===== src/pmtsp_pkg.sv =====
// ----------------------------------------------------------------------------
// pmtsp_pkg
// Shared types and constants of the program map section parser.
// ----------------------------------------------------------------------------
package pmtsp_pkg;

  // Program table size and derived widths
  localparam int MAX_PROGRAMS = 16;
  localparam int PROG_IDX_W   = (MAX_PROGRAMS > 1) ? $clog2(MAX_PROGRAMS) : 1;
  localparam int PROG_CNT_W   = $clog2(MAX_PROGRAMS + 1);

  // Field widths
  localparam int BYTE_W     = 8;
  localparam int POS_W      = 13;
  localparam int LEN_W      = 12;
  localparam int PROG_W     = 16;
  localparam int PID_W      = 13;
  localparam int KIND_W     = 2;
  localparam int OUT_TDATA_W = 32;
  localparam int OUT_PAD_W  = OUT_TDATA_W - PROG_W - PID_W - 1;

  // Configuration port
  localparam int CFG_ADDR_W = 1;
  localparam logic [CFG_ADDR_W-1:0] CFG_VIDEO_CODE = 1'b0;
  localparam logic [CFG_ADDR_W-1:0] CFG_AUDIO_CODE = 1'b1;
  localparam logic [BYTE_W-1:0] VIDEO_CODE_RST = 8'h02;
  localparam logic [BYTE_W-1:0] AUDIO_CODE_RST = 8'h03;

  // Section layout
  localparam logic [BYTE_W-1:0] PMT_TABLE_ID = 8'h02;
  localparam logic [POS_W-1:0]  POS_FIRST    = 13'd1;
  localparam logic [POS_W-1:0]  POS_SLEN_HI  = 13'd1;
  localparam logic [POS_W-1:0]  POS_SLEN_LO  = 13'd2;
  localparam logic [POS_W-1:0]  POS_PROG_HI  = 13'd3;
  localparam logic [POS_W-1:0]  POS_PROG_LO  = 13'd4;
  localparam logic [POS_W-1:0]  POS_INFO_HI  = 13'd10;
  localparam logic [POS_W-1:0]  POS_INFO_LO  = 13'd11;
  localparam logic [POS_W-1:0]  POS_MAX      = 13'd8191;

  // Report kinds
  typedef enum logic [KIND_W-1:0] {
    KIND_VIDEO  = 2'd0,
    KIND_AUDIO  = 2'd1,
    KIND_REJECT = 2'd2,
    KIND_DONE   = 2'd3
  } kind_t;

  // Request from the byte parser to the program table
  typedef struct packed {
    kind_t             kind;
    logic [PROG_W-1:0] prog_num;
    logic [PID_W-1:0]  pid;
  } cmd_t;

  localparam int CMD_DEPTH = 2;

endpackage


===== src/pmt_section_parser_core.sv =====
// ----------------------------------------------------------------------------
// pmt_section_parser_core
// Program map section parser: reports first video/audio stream per program, section end and reject.
// ----------------------------------------------------------------------------
//  channel | direction | tdata                                   | tuser
//  in_     | slave     | [7:0] section_byte                      | [0] first_byte
//  out_    | master    | [15:0] program_number, [28:16]          | [1:0] report_kind
//          |           | stream_pid, [29] table_full, [31:30] 0  |
//  cfg_    | write     | cfg_addr 0 video_type_code, 1 audio_type_code
//
// One section byte is taken per cycle while the two-entry request queue has
// room; the byte parser never waits on the program table otherwise.
// A request at the head of the queue is looked up in the program table and any report
// it yields is held in the output register; one lookup per cycle while the output is not stalled.
// Reset (synchronous, rst_n low) empties the queue and the program table.
// A stalled output holds its report and, once the queue fills, stalls input.
// ----------------------------------------------------------------------------
module pmt_section_parser_core (
  input  logic                                  clk,
  input  logic                                  rst_n,
  input  logic                                  cfg_we,
  input  logic [pmtsp_pkg::CFG_ADDR_W-1:0]      cfg_addr,
  input  logic [pmtsp_pkg::BYTE_W-1:0]          cfg_wdata,
  input  logic                                  in_tvalid,
  output logic                                  in_tready,
  input  logic [pmtsp_pkg::BYTE_W-1:0]          in_tdata,   // [7:0] section_byte
  input  logic [0:0]                            in_tuser,   // [0] first_byte
  output logic                                  out_tvalid,
  input  logic                                  out_tready,
  // [15:0] program_number, [28:16] stream_pid, [29] table_full
  output logic [pmtsp_pkg::OUT_TDATA_W-1:0]     out_tdata,
  output logic [pmtsp_pkg::KIND_W-1:0]          out_tuser   // [1:0] report_kind
);
  import pmtsp_pkg::*;

  logic              fifo_full, byte_accept, push, cmd_valid, cmd_pop, out_full;
  cmd_t              push_cmd, head_cmd;
  logic [PROG_W-1:0] out_program;
  logic [PID_W-1:0]  out_pid;

  assign in_tready   = !fifo_full;
  assign byte_accept = in_tvalid && !fifo_full;

  pmtsp_front u_front (
    .clk          (clk),
    .rst_n        (rst_n),
    .cfg_we       (cfg_we),
    .cfg_addr     (cfg_addr),
    .cfg_wdata    (cfg_wdata),
    .byte_accept  (byte_accept),
    .section_byte (in_tdata),
    .first_byte   (in_tuser[0]),
    .push         (push),
    .push_cmd     (push_cmd)
  );

  pmtsp_cmd_fifo u_fifo (
    .clk      (clk),
    .rst_n    (rst_n),
    .push     (push),
    .push_cmd (push_cmd),
    .full     (fifo_full),
    .pop      (cmd_pop),
    .valid    (cmd_valid),
    .pop_cmd  (head_cmd)
  );

  pmtsp_back u_back (
    .clk         (clk),
    .rst_n       (rst_n),
    .cmd_valid   (cmd_valid),
    .cmd         (head_cmd),
    .cmd_pop     (cmd_pop),
    .out_tvalid  (out_tvalid),
    .out_tready  (out_tready),
    .out_kind    (out_tuser),
    .out_program (out_program),
    .out_pid     (out_pid),
    .out_full    (out_full)
  );

  // Pack the report
  assign out_tdata = {{OUT_PAD_W{1'b0}}, out_full, out_pid, out_program};

endmodule


===== src/pmtsp_front.sv =====
// ----------------------------------------------------------------------------
// pmtsp_front
// Byte parser: walks header, descriptors and stream loop, emits requests.
// ----------------------------------------------------------------------------
module pmtsp_front (
  input  logic                                clk,
  input  logic                                rst_n,
  input  logic                                cfg_we,
  input  logic [pmtsp_pkg::CFG_ADDR_W-1:0]    cfg_addr,
  input  logic [pmtsp_pkg::BYTE_W-1:0]        cfg_wdata,
  input  logic                                byte_accept,
  input  logic [pmtsp_pkg::BYTE_W-1:0]        section_byte,
  input  logic                                first_byte,
  output logic                                push,
  output pmtsp_pkg::cmd_t                     push_cmd
);
  import pmtsp_pkg::*;

  typedef enum logic [2:0] {
    PH_IDLE, PH_HEADER, PH_SKIP, PH_TYPE, PH_PID_HI, PH_PID_LO, PH_LEN_HI, PH_LEN_LO
  } phase_t;

  phase_t              phase_r, phase_nxt;
  logic [POS_W-1:0]    pos_r, pos_nxt, pos_inc;
  logic [LEN_W-1:0]    slen_r, slen_nxt, sec_end;
  logic [PROG_W-1:0]   prog_r, prog_nxt;
  logic [LEN_W-1:0]    info_r, info_nxt, info_full;
  logic [BYTE_W-1:0]   type_r, type_nxt;
  logic [PID_W-1:0]    pid_r, pid_nxt, pid_full;
  logic [LEN_W-1:0]    skip_r, skip_nxt, skip_full;
  logic [BYTE_W-1:0]   video_code_r, video_code_nxt;
  logic [BYTE_W-1:0]   audio_code_r, audio_code_nxt;
  logic                at_boundary;

  // Section end excludes the four CRC bytes
  assign sec_end = (slen_r != '0) ? slen_r - LEN_W'(1) : '0;
  assign pos_inc = (pos_r < POS_MAX) ? pos_r + POS_W'(1) : pos_r;
  assign info_full = {info_r[LEN_W-1:BYTE_W], section_byte};
  assign pid_full  = {pid_r[PID_W-1:BYTE_W], section_byte};
  assign skip_full = {skip_r[LEN_W-1:BYTE_W], section_byte};

  always_comb begin
    phase_nxt      = phase_r;
    pos_nxt        = pos_r;
    slen_nxt       = slen_r;
    prog_nxt       = prog_r;
    info_nxt       = info_r;
    type_nxt       = type_r;
    pid_nxt        = pid_r;
    skip_nxt       = skip_r;
    video_code_nxt = video_code_r;
    audio_code_nxt = audio_code_r;
    at_boundary    = 1'b0;
    push           = 1'b0;
    push_cmd       = '{kind: KIND_DONE, prog_num: prog_r, pid: '0};

    // Write configuration registers
    if (cfg_we) begin
      case (cfg_addr)
        CFG_VIDEO_CODE: video_code_nxt = cfg_wdata;
        CFG_AUDIO_CODE: audio_code_nxt = cfg_wdata;
        default: ;
      endcase
    end

    if (byte_accept && first_byte) begin
      // Start a new section, drop anything in progress
      slen_nxt = '0;
      prog_nxt = '0;
      info_nxt = '0;
      type_nxt = '0;
      pid_nxt  = '0;
      skip_nxt = '0;
      pos_nxt  = POS_FIRST;
      if (section_byte != PMT_TABLE_ID) begin
        phase_nxt = PH_IDLE;
        push      = 1'b1;
        push_cmd  = '{kind: KIND_REJECT, prog_num: '0, pid: '0};
      end else begin
        phase_nxt = PH_HEADER;
      end
    end else if (byte_accept && phase_r != PH_IDLE) begin
      pos_nxt = pos_inc;
      case (phase_r)
        PH_HEADER: begin
          if (pos_r == POS_SLEN_HI) begin
            slen_nxt = {section_byte[3:0], 8'h00};
          end else if (pos_r == POS_SLEN_LO) begin
            slen_nxt = {slen_r[LEN_W-1:BYTE_W], section_byte};
          end else if (pos_r == POS_PROG_HI) begin
            prog_nxt = {section_byte, 8'h00};
          end else if (pos_r == POS_PROG_LO) begin
            prog_nxt = {prog_r[PROG_W-1:BYTE_W], section_byte};
          end else if (pos_r == POS_INFO_HI) begin
            info_nxt = {section_byte[3:0], 8'h00};
          end else if (pos_r >= POS_INFO_LO) begin
            info_nxt = info_full;
            if (info_full != '0) begin
              skip_nxt  = info_full;
              phase_nxt = PH_SKIP;
            end else begin
              at_boundary = 1'b1;
            end
          end
        end
        PH_SKIP: begin
          if (skip_r > LEN_W'(1)) begin
            skip_nxt = skip_r - LEN_W'(1);
          end else begin
            skip_nxt    = '0;
            at_boundary = 1'b1;
          end
        end
        PH_TYPE: begin
          type_nxt  = section_byte;
          phase_nxt = PH_PID_HI;
        end
        PH_PID_HI: begin
          pid_nxt   = {section_byte[4:0], 8'h00};
          phase_nxt = PH_PID_LO;
        end
        PH_PID_LO: begin
          // Classify the stream; video wins when both codes match
          pid_nxt   = pid_full;
          phase_nxt = PH_LEN_HI;
          if (type_r == video_code_r) begin
            push     = 1'b1;
            push_cmd = '{kind: KIND_VIDEO, prog_num: prog_r, pid: pid_full};
          end else if (type_r == audio_code_r) begin
            push     = 1'b1;
            push_cmd = '{kind: KIND_AUDIO, prog_num: prog_r, pid: pid_full};
          end
        end
        PH_LEN_HI: begin
          skip_nxt  = {section_byte[3:0], 8'h00};
          phase_nxt = PH_LEN_LO;
        end
        PH_LEN_LO: begin
          skip_nxt = skip_full;
          if (skip_full != '0) begin
            phase_nxt = PH_SKIP;
          end else begin
            at_boundary = 1'b1;
          end
        end
        default: phase_nxt = PH_IDLE;
      endcase

      // Entry boundary: finish the section or expect the next entry
      if (at_boundary) begin
        if (pos_inc >= {1'b0, sec_end}) begin
          phase_nxt = PH_IDLE;
          push      = 1'b1;
          push_cmd  = '{kind: KIND_DONE, prog_num: prog_r, pid: '0};
        end else begin
          phase_nxt = PH_TYPE;
        end
      end
    end
  end

  always_ff @(posedge clk) begin
    if (!rst_n) begin
      phase_r      <= PH_IDLE;
      pos_r        <= '0;
      slen_r       <= '0;
      prog_r       <= '0;
      info_r       <= '0;
      type_r       <= '0;
      pid_r        <= '0;
      skip_r       <= '0;
      video_code_r <= VIDEO_CODE_RST;
      audio_code_r <= AUDIO_CODE_RST;
    end else begin
      phase_r      <= phase_nxt;
      pos_r        <= pos_nxt;
      slen_r       <= slen_nxt;
      prog_r       <= prog_nxt;
      info_r       <= info_nxt;
      type_r       <= type_nxt;
      pid_r        <= pid_nxt;
      skip_r       <= skip_nxt;
      video_code_r <= video_code_nxt;
      audio_code_r <= audio_code_nxt;
    end
  end

endmodule


===== src/pmtsp_cmd_fifo.sv =====
// ----------------------------------------------------------------------------
// pmtsp_cmd_fifo
// Short request queue between the byte parser and the program table.
// ----------------------------------------------------------------------------
module pmtsp_cmd_fifo (
  input  logic            clk,
  input  logic            rst_n,
  input  logic            push,
  input  pmtsp_pkg::cmd_t push_cmd,
  output logic            full,
  input  logic            pop,
  output logic            valid,
  output pmtsp_pkg::cmd_t pop_cmd
);
  import pmtsp_pkg::*;

  localparam int PTR_W = (CMD_DEPTH > 1) ? $clog2(CMD_DEPTH) : 1;
  localparam int CNT_W = $clog2(CMD_DEPTH + 1);

  cmd_t             mem_r [CMD_DEPTH];
  logic [PTR_W-1:0] wr_ptr_r, wr_ptr_nxt, rd_ptr_r, rd_ptr_nxt;
  logic [CNT_W-1:0] cnt_r, cnt_nxt;
  logic             do_push, do_pop;

  assign full    = (cnt_r == CNT_W'(CMD_DEPTH));
  assign valid   = (cnt_r != '0);
  assign pop_cmd = mem_r[rd_ptr_r];
  assign do_push = push && !full;
  assign do_pop  = pop && valid;

  // Advance pointers with wrap
  always_comb begin
    wr_ptr_nxt = wr_ptr_r;
    rd_ptr_nxt = rd_ptr_r;
    cnt_nxt    = cnt_r;
    if (do_push) begin
      wr_ptr_nxt = (wr_ptr_r == PTR_W'(CMD_DEPTH - 1)) ? '0 : wr_ptr_r + PTR_W'(1);
    end
    if (do_pop) begin
      rd_ptr_nxt = (rd_ptr_r == PTR_W'(CMD_DEPTH - 1)) ? '0 : rd_ptr_r + PTR_W'(1);
    end
    if (do_push && !do_pop) begin
      cnt_nxt = cnt_r + CNT_W'(1);
    end else if (do_pop && !do_push) begin
      cnt_nxt = cnt_r - CNT_W'(1);
    end
  end

  always_ff @(posedge clk) begin
    if (!rst_n) begin
      wr_ptr_r <= '0;
      rd_ptr_r <= '0;
      cnt_r    <= '0;
    end else begin
      wr_ptr_r <= wr_ptr_nxt;
      rd_ptr_r <= rd_ptr_nxt;
      cnt_r    <= cnt_nxt;
    end
  end

  // Store the request
  always_ff @(posedge clk) begin
    if (do_push) begin
      mem_r[wr_ptr_r] <= push_cmd;
    end
  end

endmodule


===== src/pmtsp_back.sv =====
// ----------------------------------------------------------------------------
// pmtsp_back
// Program table: drops repeated streams, records new programs, drives reports.
// ----------------------------------------------------------------------------
module pmtsp_back (
  input  logic                            clk,
  input  logic                            rst_n,
  input  logic                            cmd_valid,
  input  pmtsp_pkg::cmd_t                 cmd,
  output logic                            cmd_pop,
  output logic                            out_tvalid,
  input  logic                            out_tready,
  output logic [pmtsp_pkg::KIND_W-1:0]    out_kind,
  output logic [pmtsp_pkg::PROG_W-1:0]    out_program,
  output logic [pmtsp_pkg::PID_W-1:0]     out_pid,
  output logic                            out_full
);
  import pmtsp_pkg::*;

  logic [PROG_W-1:0]       known_r [MAX_PROGRAMS];
  logic [MAX_PROGRAMS-1:0] vseen_r, vseen_nxt, aseen_r, aseen_nxt;
  logic [PROG_CNT_W-1:0]   cnt_r, cnt_nxt;
  logic [MAX_PROGRAMS-1:0] hit;
  logic                    hit_any, seen_any, is_video, is_stream, has_room, rec_new;
  logic [PROG_IDX_W-1:0]   new_idx;

  logic                    valid_r, valid_nxt;
  kind_t                   kind_r, kind_nxt;
  logic [PROG_W-1:0]       prog_r, prog_nxt;
  logic [PID_W-1:0]        pid_r, pid_nxt;
  logic                    full_r, full_nxt;

  // Compare every listed program in parallel; entries are unique
  always_comb begin
    for (int i = 0; i < MAX_PROGRAMS; i++) begin
      hit[i] = (PROG_CNT_W'(i) < cnt_r) && (known_r[i] == cmd.prog_num);
    end
  end

  assign is_video  = (cmd.kind == KIND_VIDEO);
  assign is_stream = (cmd.kind == KIND_VIDEO) || (cmd.kind == KIND_AUDIO);
  assign hit_any   = |hit;
  assign seen_any  = is_video ? |(hit & vseen_r) : |(hit & aseen_r);
  assign has_room  = (cnt_r != PROG_CNT_W'(MAX_PROGRAMS));
  assign new_idx   = cnt_r[PROG_IDX_W-1:0];
  assign cmd_pop   = cmd_valid && (!valid_r || out_tready);
  assign rec_new   = cmd_pop && is_stream && !hit_any && has_room;

  always_comb begin
    vseen_nxt = vseen_r;
    aseen_nxt = aseen_r;
    cnt_nxt   = cnt_r;
    valid_nxt = valid_r && !out_tready;
    kind_nxt  = kind_r;
    prog_nxt  = prog_r;
    pid_nxt   = pid_r;
    full_nxt  = full_r;

    if (cmd_pop) begin
      kind_nxt = cmd.kind;
      prog_nxt = cmd.prog_num;
      pid_nxt  = is_stream ? cmd.pid : '0;
      full_nxt = 1'b0;
      if (!is_stream) begin
        valid_nxt = 1'b1;
      end else if (hit_any) begin
        // Report only the first stream of this kind for the program
        if (!seen_any) begin
          valid_nxt = 1'b1;
          if (is_video) vseen_nxt = vseen_r | hit;
          else          aseen_nxt = aseen_r | hit;
        end
      end else if (has_room) begin
        valid_nxt          = 1'b1;
        vseen_nxt[new_idx] = is_video;
        aseen_nxt[new_idx] = !is_video;
        cnt_nxt            = cnt_r + PROG_CNT_W'(1);
      end else begin
        valid_nxt = 1'b1;
        full_nxt  = 1'b1;
      end
    end
  end

  always_ff @(posedge clk) begin
    if (!rst_n) begin
      vseen_r <= '0;
      aseen_r <= '0;
      cnt_r   <= '0;
      valid_r <= 1'b0;
    end else begin
      vseen_r <= vseen_nxt;
      aseen_r <= aseen_nxt;
      cnt_r   <= cnt_nxt;
      valid_r <= valid_nxt;
    end
  end

  // Hold report payload and program list
  always_ff @(posedge clk) begin
    kind_r <= kind_nxt;
    prog_r <= prog_nxt;
    pid_r  <= pid_nxt;
    full_r <= full_nxt;
    if (rec_new) begin
      known_r[new_idx] <= cmd.prog_num;
    end
  end

  assign out_tvalid  = valid_r;
  assign out_kind    = kind_r;
  assign out_program = prog_r;
  assign out_pid     = pid_r;
  assign out_full    = full_r;

endmodule

===== config.mk =====
export PLATFORM = sky130hd
export DESIGN_NAME = pmt_section_parser_core
export DESIGN_NICKNAME = d
export VERILOG_FILES = /design/src/pmtsp_pkg.sv /design/src/pmt_section_parser_core.sv /design/src/pmtsp_front.sv /design/src/pmtsp_cmd_fifo.sv /design/src/pmtsp_back.sv
export SDC_FILE = /design/constraint.sdc
export NUM_CORES = 1
export LEC_CHECK = 0
export BUFFER_PORTS_ARGS = -buffer_cell sky130_fd_sc_hd__buf_4
export CAP_MARGIN = 20
export CORE_ASPECT_RATIO = 0.6
export CORE_MARGIN = 2
export CORE_UTILIZATION = 55
export CTS_CLUSTER_SIZE = 8
export DETAILED_ROUTE_END_ITERATION = 10
export MAX_ROUTING_LAYER = met4
export PLACE_DENSITY = 0.73
export SYNTH_ARGS = -nofsm -noshare
export SYNTH_HDL_FRONTEND = slang
export SYNTH_HIERARCHICAL = 1
export SYNTH_SLANG_ARGS = --single-unit

===== constraint.sdc =====
create_clock -name clk -period 4.7 [get_ports clk]
set_clock_uncertainty 0.2 [all_clocks]
set_input_delay 0.235 -clock clk [delete_from_list [all_inputs] [get_ports clk]]
set_output_delay 0.235 -clock clk [all_outputs]
set_load 0.05 [all_outputs]

* Yosys cells after proc, flatten, opt, wreduce, memory -nomap -nowiden
Memories as Yosys holds them, arrays and structs flattened. A register that Yosys moved wholly into a read port is not among the register bits. Index checks and enable logic that the tools add are counted.
Operators by class: $add $sub $neg 8, $mul 0, div/mod/pow operators 0, magnitude comparators 22, eq/ne operators 53, shift operators 0, muxes and demuxes 90, bitwise gates (word level) 14, reduce and logical (&&, ||, !) cells 71
Operators with widths (count):
- $eq A16 B16 Y1 | 16
- $mux W31 | 7
- $mux W16 | 9
- $mux W12 | 11
- $pmux W12 S4 | 1
- $reduce_or A16 Y1 | 3
- $lt A4 B5 Y1 const A | 8
- $mux W1 | 37
- $reduce_bool A12 Y1 | 3
- $mux W3 | 11
- $and A16 B16 Y16 | 2
- $bwmux W16 | 2
- $or A16 B16 Y16 | 2
- $mux W30 | 1
- $logic_and A1 B1 Y1 | 29
- $eq A13 B2 Y1 const B | 2
- $pmux W13 S2 | 1
- $mux W8 | 3
- $sub A12 B1 Y12 const B | 2
- $pmux W3 S7 | 1
- $lt A3 B5 Y1 const A | 4
- $ne A4 B3 Y1 const B | 5
- $reduce_and A10 Y1 | 2
- $reduce_and A5 Y1 | 4
- other kinds (46) | 92
Storage, ports and cells: bits in registers 163, latch bits 0, memory bits (writable) 318, memory bits (read-only) 0, input bits 23, output and inout bits 36, word-level logic and storage cells 285, memories kept 2
Memories:
- u_back.known_r | depth 16, bits a word 16, read ports 16, clocked after memory_dff 0, write ports 1, line pmtsp_back.sv:20 | logic [PROG_W-1:0] known_r [MAX_PROGRAMS];
- u_fifo.mem_r | depth 2, bits a word 31, read ports 1, clocked after memory_dff 1, write ports 1, line pmtsp_cmd_fifo.sv:20 | cmd_t mem_r [CMD_DEPTH];

* Longest topological paths before layout
Gate-level depths: netlist of run 1.
depth in word-level cells 19, depth in mapped cells 21, mapped depth without buffers 19

* Hierarchy
Netlist of run 1, hierarchy kept.
By module, submodules not included:
- pmtsp_back | times used 1, cells an instance 1059, area each 14685.3 um2, sequential area each 9409.0 um2
- pmtsp_front | times used 1, cells an instance 655, area each 5271.3 um2, sequential area each 1781.7 um2
- pmtsp_cmd_fifo | times used 1, cells an instance 121, area each 2462.4 um2, sequential area each 1961.9 um2
- pmt_section_parser_core | times used 1, cells an instance 6, area each 36.3 um2, sequential area each 0.0 um2

* Worst setup path after synthesis of run 1
No wires, ideal clock.
kind flip-flop to flip-flop, start reg u_front.slen_r[2], end mem u_fifo/mem_r[0][0] in the netlist's numbering (enable), setup time 0.415 ns, data arrival time 3.830 ns, data required time 4.085 ns, path slack 0.255 ns, stages on the path, launching flop included 14, buffers on the path 0, period minus slack after synthesis 4.445 ns, cell sequence dfxtp_1 -> nor4_1 -> nor4b_1 -> nand2_1 -> or3_1 -> nor3_1 -> a21oi_1 -> ha_1 -> and3_1 -> o31ai_1 -> a21boi_2 -> a211o_1 -> inv_1 -> nor3_2
Between the ends: cells in the longest elaborated chain, start to end 10, elaborated cells on any way between the ends 11, those cells by class add/sub: 1; order compare: 1; mux: 7; reduce/logical: 2
Ends and longest elaborated chain:
- from (decl) | line pmtsp_front.sv:25 | logic [LEN_W-1:0] slen_r, slen_nxt, sec_end;
- from (signal assigned) | line pmtsp_front.sv:177 | slen_r <= slen_nxt;
- $sub A12 B1 Y12 / $reduce_bool A12 Y1 (equally long branches) | line pmtsp_front.sv:36 | assign sec_end = (slen_r != '0) ? slen_r - LEN_W'(1) : '0;
- $mux W12 * | line pmtsp_front.sv:36
- $ge A13 B12 Y1 * | line pmtsp_front.sv:151 | if (pos_inc >= {1'b0, sec_end}) begin
- $mux W1 * | line pmtsp_front.sv:151
- $mux W1 * | line pmtsp_front.sv:150 | if (at_boundary) begin
- $mux W1 * | line pmtsp_front.sv:82 | end else if (byte_accept && phase_r != PH_IDLE) begin
- $mux W1 * | line pmtsp_front.sv:66 | if (byte_accept && first_byte) begin
- named net push | line pmt_section_parser_core.sv:36 | logic fifo_full, byte_accept, push, cmd_valid, cmd_pop, out_full;
- $logic_and A1 B1 Y1 * | line pmtsp_cmd_fifo.sv:28 | assign do_push = push && !full;
- $mux W1 * | line pmtsp_cmd_fifo.sv:63 | if (do_push) begin
- $mux W1 (implied by the code) * | line pmtsp_cmd_fifo.sv:64 | mem_r[wr_ptr_r] <= push_cmd;
- to (decl) | line pmtsp_cmd_fifo.sv:20
The timed path passes the listed nets; every way through them passes the cells marked *.

==> flow_metrics.tcl, run 1 <==
set metrics [dict create \
    power_w 0.0130 \
    core_area_um2 40400 \
    drive_above_1_share 0.157 \
    final_cells 2571 \
    synth.distinct_cells 84 \
    fp.dieW_um 265 \
    post-route-util 0.652 \
    grt_max_degree 53 \
    fin_nets 2040 \
    fillers 3000 \
    fin_crit_ns 4.51 \
    ys_seq_area_frac 0.586 \
    drc 0 \
    arrival_ns 4.78 \
    wl_um 59200 \
    antenna_found_initial 1 \
    cp-endpoint "u_back/vseen_r[2]" \
    status "finished clean" \
    layout_commonest_cell "edfxtp_1" \
    grt_pass1_wl_um 89900 \
    gp_congestion 0.969 \
    post-cts-setup-buffers 0 \
    synthesis.area_um2 22500 \
    row_count 57 \
    final-setup-viol-count 0 \
    path_max_fanout 19 \
    slew-limit-headroom 0.352 \
    p_per_area_nw_per_um2 495 \
    synth_area_leaders "edfxtp_1 (47%), dfxtp_1 (12%), xor2_1 (8.1%)" \
    tightest_slew_ns 0.968 \
    synth_top_area_share 0.468 \
    synth_ff_type "edfxtp_1" \
    required_ns 4.97 \
    antennaDiodeCount 0 \
    ys_ff_latch 482 \
    grt_pass1_vias 14673 \
    initial_core_util 0.556 \
    grt_overflow 0 \
    report.final.slew_viol_count 0 \
    via_per_inst 6.07 \
    rr_endpoint "u_back/vseen_r[2]" \
    dpl_worst_slack_ns 0.0122 \
    peakVddDrop_mv 0.400 \
    final-hold-violation-count 0 \
    synth_enable_flop_cells 350 \
    area_growth_pct 17.2 \
    async_reset_ff_frac 0 \
    io_buffers 56 \
    layout_common_cells "edfxtp_1 (350), xor2_1 (207), nand2_1 (180), buf_4 (140), dfxtp_1 (131)" \
    clockRootBuffer "clkbuf_16" \
    synthCells 1841 \
    clk_latency_ns 0.59 \
    end_kind "register" \
    worstSetupStartpointType "register" \
    yosysWarnings 6 \
    drtIter0Drc 1999 \
    finalCritPeriodShare 0.959 \
    r2r_slack_ns 0.19 \
    die_y_um 161 \
    drv_cap 0 \
    num_io_pins 59 \
    routedWlPerCell_um 23.0 \
    rr_worst_depth 14 \
    first_pass_iters 5 \
    leakage_nw 9.15 \
    tns_ns 0 \
    vias 15598 \
    clock_sinks 482 \
    clk_path_buf_depth 3 \
    clk_pin_slew_ns 0.05 \
    timing.final.ws_setup_ns 0.192 \
    ant_nets 0 \
    placed_cells 2418 \
    grt_use_total 0.289 \
    grt_setup_unrepaired "no" \
    hp-class "in2reg" \
    syn_avg_cell_area_um2 12.2 \
    synth_area_leader_cell "edfxtp_1" \
    h-tree-depth 3 \
    numCtsBuffers 70 \
    die-area_um2 42500 \
    crit_type "reg2reg" \
    dp_hpwl_um 38700 \
    cts_tree "built" \
    max_freq_mhz 222 \
]
[timing repair]
action	4_1_cts	5_1_grt
resized for setup	1	8
endpoints found under the setup margin	1	7
hold buffers	33	0
endpoints found under the hold margin	90	0
[sequential cells by signal (all words and copies together), names as in the netlist, named ones only]
signal and flops:
u_back/known_r 256, u_fifo/rd_ptr_r 1, u_back/out_pid 13, u_back/out_kind 2
u_front/info_r 4, u_front/type_r 8, u_front/skip_r 12, u_front/video_code_r 8
u_front/audio_code_r 8, u_front/slen_r 12, u_front/pid_r 5, u_back/out_tvalid 1
u_back/out_program 16, u_front/pos_r 13, u_fifo/wr_ptr_r 1, u_back/out_full 1
u_back/aseen_r 16, u_back/cnt_r 5, u_front/phase_r 3, u_fifo/mem_r 62
u_fifo/cnt_r 2, u_back/vseen_r 16, u_front/prog_r 16
[metrics by stage]
step | hold slack, ns | instance area, µm²
after detailed placement | 0.249 | 23800
after floorplan | 0.153 | 22500
after global routing | 0.0806 | 26300
after CTS | 0.0381 | 26300
after global placement | 0.242 | 23800
final | 0.0915 | 26300
[cell type report]
class	instances	area, µm²	share of cell area
tap	531	664	0.0252
inverter	36	135	0.00513
clock buffer	114	1990	0.0756
timing repair buffer	185	1630	0.0619
clock inverter	5	91.3	0.00347
multi-input combinational	1218	8650	0.329
sequential	482	13200	0.500
[logic make-up after synthesis]
kind of cell    synth area share
xor+xnor                   0.116
flops                      0.586
fa+ha+maj                 0.0134
simple gates               0.145
compound gates            0.0766
other cells             0.000167
mux                       0.0313
buf+inv                   0.0318
[critical path, cell delays in order, from the launching register on]
cell and delay [ns]:
dfxtp_1 0.39, buf_12 0.18, mux2_2 0.55, buf_4 0.30
xor2_1 0.20, nor3_1 0.07, nand3_1 0.20, nor3_1 0.11
or4_1 0.59, nand4b_4 0.37, buf_12 0.27, nor4_4 0.28
buf_4 0.33, o2111ai_1 0.19, o31ai_1 0.15
[how the worst min path moves through the flow]
stage                       from                end  slack [ns]  cells after the start
2_1_floorplan              rst_n    u_fifo/wr_ptr_r        0.15                      1
3_3_place_gp   u_front/prog_r[1]  u_front/prog_r[1]        0.24                      2
3_5_place_dp   u_front/prog_r[0]  u_front/prog_r[0]        0.25                      2
4_1_cts               out_tready  u_back/out_tvalid        0.04                      4
5_1_grt               out_tready  u_back/out_tvalid        0.08                      4
6_report              out_tready  u_back/out_tvalid        0.09                      4
[Yosys cell counts (all sizes together), types with 3 or more instances]
cell type,n
o32ai,8
buf,64
mux2,33
nor2,93
nor3,52
ha,24
and3,10
or4,6
nor4b,4
a2111oi,5
inv,35
o41ai,5
edfxtp,350
a21o,5
nand4,33
nand3,33
dfxtp,132
a21boi,18
xnor2,90
clkbuf,42
or2,4
mux2i,33
nor4,62
a311oi,3
nand2b,10
nand2,182
nor2b,37
a32oi,8
o22ai,4
o21ai,24
a22oi,14
or3,21
a31oi,7
o211ai,4
xor2,207
and4,6
o31ai,15
o21a,3
and2,35
a21oi,43
a211oi,31
a221oi,6
o2111ai,16
[per-layer routing]
layer | share of wire | up-vias | GRT usage
li1 | - | 7017 | -
met1 | 0.49 | 7678 | 0.464
met2 | 0.38 | 801 | 0.351
met3 | 0.11 | 102 | 0.0771
met4 | 0.021 | 0 | 0.0696
met5 | 0 | - | -
[power by group]
group	switching [W]	internal (W)	leakage [nW]
sequential	0.0000921	0.00506	4.23
combinational	0.00212	0.00102	3.92
clock	0.00184	0.00290	0.996
No activity file was read; power rests on OpenSTA's default activity.
==> run 2, diff against run 1 <==
==> constraint.sdc (replaced) <==
create_clock -name clk -period 4.7 [get_ports clk]
set_clock_uncertainty 0.2 [all_clocks]
set_input_delay 0.94 -clock clk [delete_from_list [all_inputs] [get_ports clk]]
set_output_delay 0.94 -clock clk [all_outputs]
set_load 0.05 [all_outputs]
==> run 2 against run 1 <==
Effect of this change:
- combinational power hardly changed
- count of clock-buffer cells in the layout fell by 4
- sequential power hardly changed
- largest power group unchanged
==> flow_metrics.tcl, run 2 (synthesis results as in run 1) <==
set metrics [dict create \
    vias 15319 \
    power_frac_clock 0.354 \
    wl_um 59200 \
    required_ns 5.00 \
    grt_pass1_wl_um 89900 \
    swShare 0.311 \
    clk_latency_ns 0.58 \
    grt_use_total 0.289 \
    peakVddDrop_mv 0.516 \
    io_buffers 56 \
    power.net_switching_w 0.00398 \
    via_per_inst 6.06 \
    wl_met3_um 5930 \
    end_kind "register" \
    finalCritPeriodShare 0.953 \
    largest-register "u_back/known_r" \
    status "finished clean" \
    die-area_um2 42500 \
    grt_overflow 0 \
    clk_path_buf_depth 3 \
    report.final.slew_viol_count 0 \
    routedWlPerCell_um 23.4 \
    fin_crit_ns 4.48 \
    final_design_area_no_fill_um2 25800 \
    gp_congestion 0.981 \
    final-hold-violation-count 0 \
    cpLargestDelayFamily "simple AND/OR/NAND/NOR gates" \
    slew-limit-headroom 0.318 \
    crit_type "reg2reg" \
    largest_registers "u_back/known_r x256, u_fifo/mem_r x62" \
    maxUsedRoutingLayer "met4" \
    grt_max_degree 53 \
    drv_cap 0 \
    grt_pass1_vias 14612 \
    layout_common_cells "edfxtp_1 (350), xor2_1 (207), nand2_1 (180), buf_4 (132), dfxtp_1 (132)" \
    arrival_ns 4.78 \
    max_freq_mhz 223 \
    power_frac_seq 0.403 \
    drc 0 \
    clk_pin_slew_ns 0.05 \
    die_y_um 161 \
    first_pass_iters 8 \
    leakage_nw 8.92 \
    tns_ns 0 \
    drtIter0Drc 1934 \
    antennaDiodeCount 0 \
    place_area_um2 23800 \
    tightest_slew_ns 1.02 \
    h-tree-depth 3 \
    clock_sinks 482 \
    dr_wl_met2_um 22700 \
    p_per_area_nw_per_um2 495 \
    final-setup-viol-count 0 \
    dp_hpwl_um 39600 \
    post-cts-setup-buffers 0 \
    grt_setup_unrepaired "no" \
    fp.dieW_um 265 \
    p_int_w 0.00882 \
    hp-class "reg2reg" \
    initial_core_util 0.556 \
    crit_chain "nor4_1, nand2_1, nor2_1, nand3_2, nand2_1, ha_1, and4_1, nand4_1, a21oi_1, o31ai_2, a21boi_2, a211o_1, inv_1, nor2_1, ha_1, or3_1, a21boi_1" \
    fin_nets 2001 \
    drive_above_1_share 0.153 \
    largest_reg_flops 256 \
    cp_num_buf_inv 1 \
    path_max_fanout 8 \
    clockRootBuffer "clkbuf_16" \
    postCtsHoldBufs 0 \
    worstSetupStartpointType "register" \
    antenna_found_initial 1 \
    num_io_pins 59 \
    slowest_delay_ns 0.41 \
    detail_route.wirelength.met1_um 29600 \
    ant_nets 0 \
    slowest_stage "o31ai_2" \
    row_count 57 \
    combPwrFrac 0.243 \
    core_area_um2 40400 \
    layout_commonest_cell "edfxtp_1" \
    area_growth_pct 15.0 \
    numCtsBuffers 70 \
    cts_tree "built" \
]
## run 2: per-layer routing
layer  vias up  track usage
li1       6945            -
met1      7502        0.467
met2       777        0.359
met3        95       0.0669
met4         0       0.0691
met5         -            -
## run 2: repair_timing
action	4_1_cts	5_1_grt
resized for setup	0	4
setup endpoints to repair	0	3
endpoints found under the hold margin	0	0
## run 2: final cells by class
class,instances,area [µm²]
timing repair buffer,146,1270
inverter,36,135
sequential,482,13200
clock inverter,5,65.1
multi-input combinational,1218,8640
tap,531,664
clock buffer,110,1900
fill,3112,14500
## run 2: final timing paths
path / startpoint / end / slack (ns) / depth (start not counted)
worst max-delay path: u_front/slen_r[2] / u_fifo/cnt_r[1] / 0.22 / 17
worst min-delay path: u_front/prog_r[1] / u_front/prog_r[1] / 0.26 / 2
worst max register to register: u_front/slen_r[2] / u_fifo/cnt_r[1] / 0.22 / 17
worst min register to register: u_front/prog_r[1] / u_front/prog_r[1] / 0.26 / 2
## run 2: metrics by stage
step / util / cells / hold slack, ns / setup WS [ns] / power, W
2_1_floorplan: - / 1842 / 0.233 / 0.255 / 0.00719
3_3_place_gp: 0.590 / 2411 / 0.242 / 0.283 / 0.00822
3_5_place_dp: 0.590 / 2411 / 0.250 / 0.127 / 0.00828
4_1_cts: 0.639 / 2526 / 0.257 / 0.0924 / 0.0128
5_1_grt: 0.640 / 2528 / 0.276 / 0.0185 / 0.0133
6_report: 0.640 / 2528 / 0.260 / 0.221 / 0.0128
## run 2: power groups by stage
stage	logic, W	registers (W)	clock network, W
6_report	0.00311	0.00515	0.00453
5_1_grt	0.00329	0.00517	0.00480
4_1_cts	0.00307	0.00516	0.00461
3_5_place_dp	0.00305	0.00524	0
3_3_place_gp	0.00299	0.00523	0
2_1_floorplan	0.00156	0.00563	0
## run 2: worst reg2reg max path, cell delays in order (launching register included)
cell      delay (ns)
dfxtp_1         0.34
nor4_1          0.39
nand2_1         0.17
nor2_1          0.28
nand3_2         0.21
nand2_1         0.17
ha_1            0.28
and4_1          0.21
nand4_1         0.08
a21oi_1         0.10
o31ai_2         0.41
a21boi_2        0.15
a211o_1         0.40
inv_1           0.15
nor2_1          0.07
ha_1            0.32
or3_1           0.36
a21boi_1        0.13
